## src/hdl/lgrs_pkg.sv

```systemverilog
package lgrs_pkg;

	localparam int CHUNK_SIZE = 8;
	localparam int ROW_W      = CHUNK_SIZE + 2;
	localparam int IDX_W      = $clog2(CHUNK_SIZE);
	localparam int CNT_W      = $clog2(CHUNK_SIZE + 2);
	localparam int NBR_W      = 4;

	// 3x3 window, upper row in the top three bits; center cell excluded
	localparam logic [8:0] NBR_MASK = 9'b111101111;

	typedef struct packed {
		logic [ROW_W-1:0] up;
		logic [ROW_W-1:0] mid;
		logic [ROW_W-1:0] down;
		logic [IDX_W-1:0] idx;
		logic             last;
	} win_t;

	typedef struct packed {
		logic [CHUNK_SIZE-1:0] new_row;
		logic [IDX_W-1:0]      row_index;
		logic                  last_row;
		logic                  all_empty;
	} res_t;

	function automatic logic [NBR_W-1:0] count_nbrs(input logic [8:0] win);
		logic [8:0]       nb;
		logic [NBR_W-1:0] sum;
		nb  = win & NBR_MASK;
		sum = '0;
		for (int i = 0; i < 9; i++) begin
			sum = sum + NBR_W'(nb[i]);
		end
		return sum;
	endfunction

endpackage

```

## src/hdl/lgrs_if.sv

```systemverilog
interface lgrs_row_if;
	logic                       valid;
	logic                       ready;
	logic [lgrs_pkg::ROW_W-1:0] row_bits;
	logic                       frame_start;

	modport source (output valid, output row_bits, output frame_start, input ready);
	modport sink   (input valid, input row_bits, input frame_start, output ready);
endinterface

interface lgrs_res_if;
	logic                            valid;
	logic                            ready;
	logic [lgrs_pkg::CHUNK_SIZE-1:0] new_row;
	logic [lgrs_pkg::IDX_W-1:0]      row_index;
	logic                            last_row;
	logic                            all_empty;

	modport source (output valid, output new_row, output row_index, output last_row,
		output all_empty, input ready);
	modport sink   (input valid, input new_row, input row_index, input last_row,
		input all_empty, output ready);
endinterface

```

## src/hdl/lgrs_window.sv

```systemverilog
module lgrs_window (
	input  logic                       clk,
	input  logic                       arst_n,
	input  logic                       accept,
	input  logic [lgrs_pkg::ROW_W-1:0] row,
	input  logic                       start,
	input  logic                       advance,
	output logic                       valid_s1,
	output lgrs_pkg::win_t             win_s1
);

	logic [lgrs_pkg::ROW_W-1:0] upper_q;
	logic [lgrs_pkg::ROW_W-1:0] middle_q;
	logic [lgrs_pkg::CNT_W-1:0] seen_q;
	logic [lgrs_pkg::CNT_W-1:0] idx_full;
	logic                       emit;
	logic                       last;

	assign idx_full = seen_q - lgrs_pkg::CNT_W'(2);
	assign last     = (seen_q == lgrs_pkg::CNT_W'(lgrs_pkg::CHUNK_SIZE + 1));
	assign emit     = !start && (seen_q >= lgrs_pkg::CNT_W'(2));

	always_ff @(posedge clk or negedge arst_n) begin
		if (!arst_n) begin
			upper_q  <= '0;
			middle_q <= '0;
			seen_q   <= '0;
			valid_s1 <= 1'b0;
		end else begin
			if (advance)
				valid_s1 <= 1'b0;
			if (accept) begin
				if (start) begin
					upper_q  <= row;
					middle_q <= '0;
					seen_q   <= lgrs_pkg::CNT_W'(1);
				end else if (seen_q == lgrs_pkg::CNT_W'(1)) begin
					middle_q <= row;
					seen_q   <= lgrs_pkg::CNT_W'(2);
				end else if (emit) begin
					upper_q  <= middle_q;
					middle_q <= row;
					seen_q   <= last ? '0 : seen_q + lgrs_pkg::CNT_W'(1);
					valid_s1 <= 1'b1;
				end
			end
		end
	end

	// window payload, loaded with the transaction that completes it
	always_ff @(posedge clk) begin
		if (accept && emit) begin
			win_s1.up   <= upper_q;
			win_s1.mid  <= middle_q;
			win_s1.down <= row;
			win_s1.idx  <= idx_full[lgrs_pkg::IDX_W-1:0];
			win_s1.last <= last;
		end
	end

endmodule

```

## src/hdl/lgrs_stencil.sv

```systemverilog
module lgrs_stencil (
	input  lgrs_pkg::win_t                  win,
	output logic [lgrs_pkg::CHUNK_SIZE-1:0] next_row
);

	for (genvar c = 0; c < lgrs_pkg::CHUNK_SIZE; c++) begin : g_cell
		logic [8:0]                 cell_win;
		logic [lgrs_pkg::NBR_W-1:0] cnt;

		assign cell_win = {win.up[c+2:c], win.mid[c+2:c], win.down[c+2:c]};
		assign cnt      = lgrs_pkg::count_nbrs(cell_win);
		assign next_row[c] = (cnt == lgrs_pkg::NBR_W'(3)) ||
			((cnt == lgrs_pkg::NBR_W'(2)) && win.mid[c+1]);
	end

endmodule

```

## src/hdl/lgrs_result.sv

```systemverilog
module lgrs_result (
	input  logic                            clk,
	input  logic                            arst_n,
	input  logic                            load,
	input  logic                            taken,
	input  logic [lgrs_pkg::CHUNK_SIZE-1:0] next_row,
	input  logic [lgrs_pkg::IDX_W-1:0]      idx,
	input  logic                            last,
	output logic                            valid_q,
	output lgrs_pkg::res_t                  res_q
);

	logic any_alive_q;
	logic alive_now;

	// the top data row opens a fresh chunk, so ignore what came before
	assign alive_now = ((idx != '0) && any_alive_q) || (next_row != '0);

	always_ff @(posedge clk or negedge arst_n) begin
		if (!arst_n) begin
			valid_q     <= 1'b0;
			any_alive_q <= 1'b0;
		end else begin
			if (taken)
				valid_q <= 1'b0;
			if (load) begin
				valid_q     <= 1'b1;
				any_alive_q <= alive_now;
			end
		end
	end

	always_ff @(posedge clk) begin
		if (load) begin
			res_q.new_row   <= next_row;
			res_q.row_index <= idx;
			res_q.last_row  <= last;
			res_q.all_empty <= last && !alive_now;
		end
	end

endmodule

```

## src/hdl/life_generation_row_stencil.sv

```systemverilog
// The row below a data row loads the window register; the result register follows.
// One row per cycle unless results stall; top border and first data rows give no result.
// The row register feeds the 3x3 stencil, which feeds the result register.
// Reset (arst_n low) clears the row counter, the live flag and both valid bits,
// leaving the block idle until a row with frame_start arrives.
module life_generation_row_stencil (
	input  logic              clk,
	input  logic              arst_n,
	lgrs_row_if.sink          rows,
	lgrs_res_if.source        results
);

	logic                            accept;
	logic                            advance;
	logic                            valid_s1;
	lgrs_pkg::win_t                  win_s1;
	logic [lgrs_pkg::CHUNK_SIZE-1:0] next_row;
	logic                            res_valid;
	lgrs_pkg::res_t                  res;

	assign advance    = valid_s1 && (!res_valid || results.ready);
	assign rows.ready = !valid_s1 || advance;
	assign accept     = rows.valid && rows.ready;

	lgrs_window u_window (
		.clk      (clk),
		.arst_n   (arst_n),
		.accept   (accept),
		.row      (rows.row_bits),
		.start    (rows.frame_start),
		.advance  (advance),
		.valid_s1 (valid_s1),
		.win_s1   (win_s1)
	);

	lgrs_stencil u_stencil (
		.win      (win_s1),
		.next_row (next_row)
	);

	lgrs_result u_result (
		.clk      (clk),
		.arst_n   (arst_n),
		.load     (advance),
		.taken    (results.ready),
		.next_row (next_row),
		.idx      (win_s1.idx),
		.last     (win_s1.last),
		.valid_q  (res_valid),
		.res_q    (res)
	);

	assign results.valid     = res_valid;
	assign results.new_row   = res.new_row;
	assign results.row_index = res.row_index;
	assign results.last_row  = res.last_row;
	assign results.all_empty = res.all_empty;

`ifndef SYNTHESIS
	a_last_idx: assert property (@(posedge clk) disable iff (!arst_n)
		results.valid && results.last_row |->
			results.row_index == lgrs_pkg::IDX_W'(lgrs_pkg::CHUNK_SIZE - 1))
		else $error("last_row on a result that is not the bottom data row");

	a_empty_last: assert property (@(posedge clk) disable iff (!arst_n)
		results.valid && results.all_empty |-> results.last_row)
		else $error("all_empty set on a result other than the bottom row");

	a_no_overrun: assert property (@(posedge clk) disable iff (!arst_n)
		accept && valid_s1 |-> advance)
		else $error("row accepted while the window register is held");

	a_drain: assert property (@(posedge clk) disable iff (!arst_n)
		advance |=> results.valid)
		else $error("window advanced without a result appearing");
`endif

endmodule

```

## src/flat_wrapper.sv

```systemverilog
// flat-port wrapper written by rule: the top's interface ports become plain ports
module life_generation_row_stencil_flat 
  (clk, arst_n, rows_valid, rows_row_bits, rows_frame_start, rows_ready, results_valid, results_new_row, results_row_index, results_last_row, results_all_empty, results_ready);
  lgrs_row_if rows_i ();
  lgrs_res_if results_i ();
  input  logic clk;
  input  logic arst_n;
  input wire logic [$bits(rows_i.valid)-1:0] rows_valid;
  input wire logic [$bits(rows_i.row_bits)-1:0] rows_row_bits;
  input wire logic [$bits(rows_i.frame_start)-1:0] rows_frame_start;
  output wire logic [$bits(rows_i.ready)-1:0] rows_ready;
  output wire logic [$bits(results_i.valid)-1:0] results_valid;
  output wire logic [$bits(results_i.new_row)-1:0] results_new_row;
  output wire logic [$bits(results_i.row_index)-1:0] results_row_index;
  output wire logic [$bits(results_i.last_row)-1:0] results_last_row;
  output wire logic [$bits(results_i.all_empty)-1:0] results_all_empty;
  input wire logic [$bits(results_i.ready)-1:0] results_ready;
  assign rows_i.valid = rows_valid;
  assign rows_i.row_bits = rows_row_bits;
  assign rows_i.frame_start = rows_frame_start;
  assign rows_ready = rows_i.ready;
  assign results_valid = results_i.valid;
  assign results_new_row = results_i.new_row;
  assign results_row_index = results_i.row_index;
  assign results_last_row = results_i.last_row;
  assign results_all_empty = results_i.all_empty;
  assign results_i.ready = results_ready;
  life_generation_row_stencil u_core (.clk(clk), .arst_n(arst_n), .rows(rows_i), .results(results_i));
endmodule
```

## config.mk

```make
export PLATFORM = sky130hd
export DESIGN_NAME = life_generation_row_stencil_flat
export DESIGN_NICKNAME = d
export VERILOG_FILES = /design/src/hdl/lgrs_pkg.sv /design/src/hdl/lgrs_if.sv /design/src/hdl/lgrs_window.sv /design/src/hdl/lgrs_stencil.sv /design/src/hdl/lgrs_result.sv /design/src/hdl/life_generation_row_stencil.sv /design/src/flat_wrapper.sv
export SDC_FILE = /design/constraint.sdc
export NUM_CORES = 1
export LEC_CHECK = 0
export BUFFER_PORTS_ARGS = -buffer_cell sky130_fd_sc_hd__buf_2
export CAP_MARGIN = 15
export CORE_MARGIN = 2
export CORE_UTILIZATION = 65
export DETAILED_ROUTE_END_ITERATION = 10
export GPL_TIMING_DRIVEN = 0
export HOLD_SLACK_MARGIN = 0.12
export PLACE_DENSITY = 0.95
export REMOVE_ABC_BUFFERS = 1
export SYNTH_ARGS = -nofsm -noshare
export SYNTH_HDL_FRONTEND = slang
export SYNTH_SLANG_ARGS = --single-unit
export TNS_END_PERCENT = 30
```

## constraint.sdc

```tcl
create_clock -name clk -period 6.1 [get_ports clk]
set_input_delay 1.83 -clock clk [delete_from_list [all_inputs] [get_ports clk]]
set_output_delay 1.83 -clock clk [all_outputs]
set_load 0.005 [all_outputs]
```

# == After elaboration in Yosys (flattened, before gate mapping) ==
# Cells that the tools add are included.
# word_totals
memories,0
output_inout_bits,15
rom_bits,0
inputBits,15
latch_bits,0
ff_bits,74
elab_cells,146
ramBits,0
# op_classes
bitwise_logic,0
n_addsub,58
mux,17
magnitude_cmp,1
n_shift,0
n_reduce_logical,36
n_mul,0
eq_ne,19
div,0
# ops
operator,count
$add 4x1->4,32
$eq 4x2->1 const B,16
$mux 10,6
$add 3x1->4,8
$add 2x1->3,8
$add 1x1->2,8
$mux 4,4
$logic_and 1x1->1,14
$logic_or 1x1->1,11
$reduce_bool 8->1,1
$mux 1,7
$reduce_bool 3->1,2
$add 4x1->4 const B,1
$eq 4x1->1 const B,1
$eq 4x4->1 const B,1
$ge 4x2->1 const B,1
$logic_not 1->1,4
$reduce_bool 2->1,2
$reduce_and 3->1,1
$sub 3x2->3 const B,1
$ne 2x2->1 const B,1
$reduce_and 2->1,1

# == Longest topological paths before layout ==
# logic_depth
ltp_word,14
depth_mapped,12
mapped_depth_nobuf,12

# == By module ==
# A second synthesis with hierarchy kept.
# hier_totals
hier_cells,330
area_unflattened_um2,4161.5
# by_module_without_submodules
mod,cells_per_inst,area_each_um2,instances,seq_area_each_um2
lgrs_window,145,2248.4,1,1646.6
lgrs_stencil,157,1380.1,1,0.0
lgrs_result,24,495.5,1,440.4
life_generation_row_stencil,4,37.5,1,0.0

# == Least setup slack after synthesis ==
# No wires, ideal clock.
# synth_path
path_kind,input -> register
startpoint,in rows_frame_start
endpoint,reg u_core.u_window.win_s1[0] (netlist name)
arrival_time_ns,4.539
slack_ns,1.094
path_buffers,2
t_required_ns,5.632
cell_stages,3
cell_sequence,buf_2 buf_2 nor3_1
# synth_via
elab_chain_cells,3
# synth_lines
item,line,text
start: declaration,flat_wrapper.sv:10,input wire logic [$bits(rows_i.frame_start)-1:0] rows_frame_start;
$logic_not 1->1,lgrs_window.sv:21,assign emit = !start && (seen_q >= lgrs_pkg::CNT_W'(2));
$logic_and 1x1->1,lgrs_window.sv:21,
$logic_and 1x1->1,lgrs_window.sv:52,if (accept && emit) begin
# Every way passes these cells.
# A chain may end at the register's enable or synchronous reset.

# == Final worst setup path ==
# layout_path
startpoint,in results_ready
endpoint,out rows_ready
# layout_via
elab_chain_cells,3
# layout_lines
item,line,text
start: declaration,flat_wrapper.sv:17,input wire logic [$bits(results_i.ready)-1:0] results_ready;
$logic_or 1x1->1,life_generation_row_stencil.sv:21,assign advance = valid_s1 && (!res_valid || results.ready);
$logic_and 1x1->1,life_generation_row_stencil.sv:21,
$logic_or 1x1->1,life_generation_row_stencil.sv:22,assign rows.ready = !valid_s1 || advance;
end: declaration,flat_wrapper.sv:11,output wire logic [$bits(rows_i.ready)-1:0] rows_ready;
# Every way passes these cells.

==> impl_metrics.tcl <==
set metrics [dict create \
    die_h_um 84.46 \
    synth_top_family_by_area "adder cells" \
    layout_common_cells "inv_1 (71), edfxtp_1 (47), fa_1 (32)" \
    skew_ps 9.398 \
    ant_nets 0 \
    power.density_nw_per_um2 410.9 \
    io_pins 30 \
    cp_num_buf_inv 2 \
    drt_iter0_drc 236 \
    yosysWarnings 0 \
    use_met3 0.03835 \
    drive_gt1_frac 0.1849 \
    synth_xor_area_frac 0 \
    slew_headroom 0.2654 \
    start_kind "input port" \
    finalSetupViolations 0 \
    grt_use_met2 0.4365 \
    ys_ff_latch 74 \
    hp-start "u_core.u_window.upper_q[8]" \
    period_needed_ps 4058 \
    final_common_cell "inv_1" \
    start_util 0.6665 \
    post_cts_buffers 0 \
    worst_hold_path_type "flip-flop to flip-flop" \
    final_util 0.7337 \
    grt_remaining_overflow 0 \
    final_nets 451 \
    tns_ps 0 \
    finalCritPeriodShare 0.6653 \
    path_clk_slew_ps 90 \
    status "completed" \
    antenna_found_initial 0 \
    holdPathStages 0 \
    ff2ff_setup_slack_ps 2110 \
    wl_mm 8.410 \
    r2r_end "u_core.u_result.res_q[0]" \
    grt_pass1_wl_mm 13.58 \
    arrival_ps 2230 \
    grt_max_degree 28 \
    rr_startpoint "u_core.u_window.win_s1[7]" \
    timing.fmax_mhz 246.4 \
    yosysSeqAreaShare 0.4960 \
    worst_path_most_repeated_cell "buf_2" \
    syn_inst 344 \
    clockRootBuffer "clkbuf_8" \
    cap_violations 0 \
    netlist_area_um2 4208 \
    rr_worst_depth 11 \
    slew_viol_final 0 \
    cp.required_ps 4270 \
    vdd_drop_max_v 0.0002325 \
    via_per_inst 5.759 \
    yosysUniqueCellTypes 37 \
    fin_hold_ws_ps 442.2 \
    cts.sink_count 74 \
    place_hpwl_mm 5.853 \
    synth_compound_area_frac 0.08683 \
    synth.area.mux_share 0.02379 \
    syn_to_final_growth_pct 10.08 \
    path_max_fanout 4 \
    fp.dieW_um 84.46 \
    worst_slew_pin_slew_ps 1102 \
    track_usage 0.2562 \
    fillCellCount 408 \
    num_rows 29 \
    die_area_um2 7133 \
    synth_fa_ha_area_frac 0.2266 \
    path_class "input port to output pin" \
    crit_path_top_delay_cell "nand3b_4" \
    dr.pass1.iters 4 \
    numCtsBuffers 9 \
    drcViolationCount 0 \
    clk_latency_ps 350 \
    dp_cells 445 \
    detail_route.wl_per_cell_um 18.24 \
    slowest_delay_ps 160 \
    cts_resized 0 \
    syn_area_per_cell_um2 12.23 \
    crit_family "buffers and inverters" \
    hold_end "u_core.u_window.win_s1[32]" \
    rsz0062_at_grt "no" \
    ctsHoldBuffers 0 \
    end_kind "output pin" \
    htreeDepth 3 \
    antennaDiodeCount 0 \
    grt_pass1_vias 2826 \
    finalNonFillerCells 461 \
    portBuffers 29 \
    cts_tree "built" \
    gp_congestion 0.8199 \
    yosys.area_share.simple 0.09218 \
    coreArea_um2 6314 \
    routed-via-count 2655 \
    grtUsageMet1 0.3023 \
    hold_viol_final 0 \
    power_leakage_nw 2.114 \
    crit_chain "buf_2 > nand3b_4 > buf_2" \
    busiest_layer "met2" \
    clk_path_buf_depth 2 \
    total_power_mw 1.903 \
]
layout make-up:
class                           instances  area, µm²  share of cell area
Sequential cell                        74       2087              0.4506
Multi-Input combinational cell        192       1812              0.3911
Inverter                               71      266.5             0.05754
Timing Repair Buffer                   31      171.4             0.03701
Clock buffer                           10      127.6             0.02755
Tap cell                               77      96.34             0.02080
Clock inverter                          6      71.32             0.01540
per-stage QoR:
step	setup slack (ps)	instance area, µm²
6_report	2042	4632
5_1_grt	1958	4632
4_1_cts	2043	4632
3_5_place_dp	2046	4433
3_3_place_gp	188.5	4402
2_1_floorplan	1180	4160
worst max-delay path by stage:
| stage | start | to | slack (ps) | depth (start not counted) |
|---|---|---|---|---|
| 2_1_floorplan | results_ready | u_core.u_window.win_s1[0] | 1180 | 3 |
| 3_3_place_gp | rows_frame_start | u_core.u_window.win_s1[20] | 190 | 2 |
| 3_5_place_dp | results_ready | rows_ready | 2050 | 3 |
| 4_1_cts | results_ready | rows_ready | 2040 | 3 |
| 5_1_grt | u_core.u_window.win_s1[6] | u_core.u_result.res_q[0] | 1960 | 11 |
| 6_report | results_ready | rows_ready | 2040 | 3 |
power by group:
group          total [mW]  switching, mW  leakage [nW]  internal, mW
combinational       0.779          0.466          1.24         0.313
clock               0.395          0.201        0.0939         0.194
sequential          0.730         0.0624         0.779         0.667
per-layer routing:
| metal | share of wire | vias up |
|---|---|---|
| li1 | - | 1215 |
| met2 | 0.53 | 115 |
| met4 | 0.044 | 0 |
| met5 | 0 | - |
| met3 | 0.056 | 30 |
| met1 | 0.37 | 1295 |
flip-flops by register name, summed over array words and instances, names as in the netlist:
register                     flops
u_core.u_window.seen_q           4
u_core.u_window.middle_q        10
u_core.u_window.upper_q         10
u_core.u_result.res_q           13
u_core.u_result.any_alive_q      1
u_core.u_result.valid_q          1
u_core.u_window.win_s1          34
u_core.u_window.valid_s1         1
kinds of logic (layout without fill, tap and decap cells):
group / after synthesis / in the layout
and+or+nand+nor: 70 / 70
DFF: 74 / 74
adders and majority gates: 57 / 57
muxes: 10 / 10
AOI/OAI and AO/OA: 55 / 55
buffers and inverters: 78 / 118
cell usage after synthesis, drive strengths merged:
cell type | number | share of area
nor2 | 4 | 0.0036
nand2 | 27 | 0.026
o221ai | 1 | 0.0021
nand3b | 1 | 0.0048
and2 | 4 | 0.0059
o21ai | 28 | 0.043
a21oi | 13 | 0.015
or2 | 4 | 0.0059
ha | 25 | 0.074
o22ai | 2 | 0.0030
nand2b | 13 | 0.020
nor4 | 1 | 0.0030
o31ai | 4 | 0.0083
nand3 | 5 | 0.0059
nor3 | 8 | 0.012
nor2b | 2 | 0.0030
edfxtp | 47 | 0.34
dfrtp | 27 | 0.16
o32ai | 1 | 0.0021
inv | 71 | 0.063
a41oi | 1 | 0.0039
clkbuf | 1 | 0.0012
buf | 6 | 0.010
o211ai | 1 | 0.0018
and4 | 1 | 0.0021
o31a | 1 | 0.0021
fa | 32 | 0.15
a31oi | 2 | 0.0030
mux2i | 10 | 0.024
a2111oi | 1 | 0.0021
worst register-to-register path: stages (launching register included):
cell      delay [ps]
edfxtp_1         420
inv_1            160
fa_1             470
fa_1             540
fa_1             550
inv_1             40
ha_1             220
fa_1             500
o21ai_0          130
o32ai_1          380
nor4_2           110
and4_1           230
(Power assumes the default switching activity.)
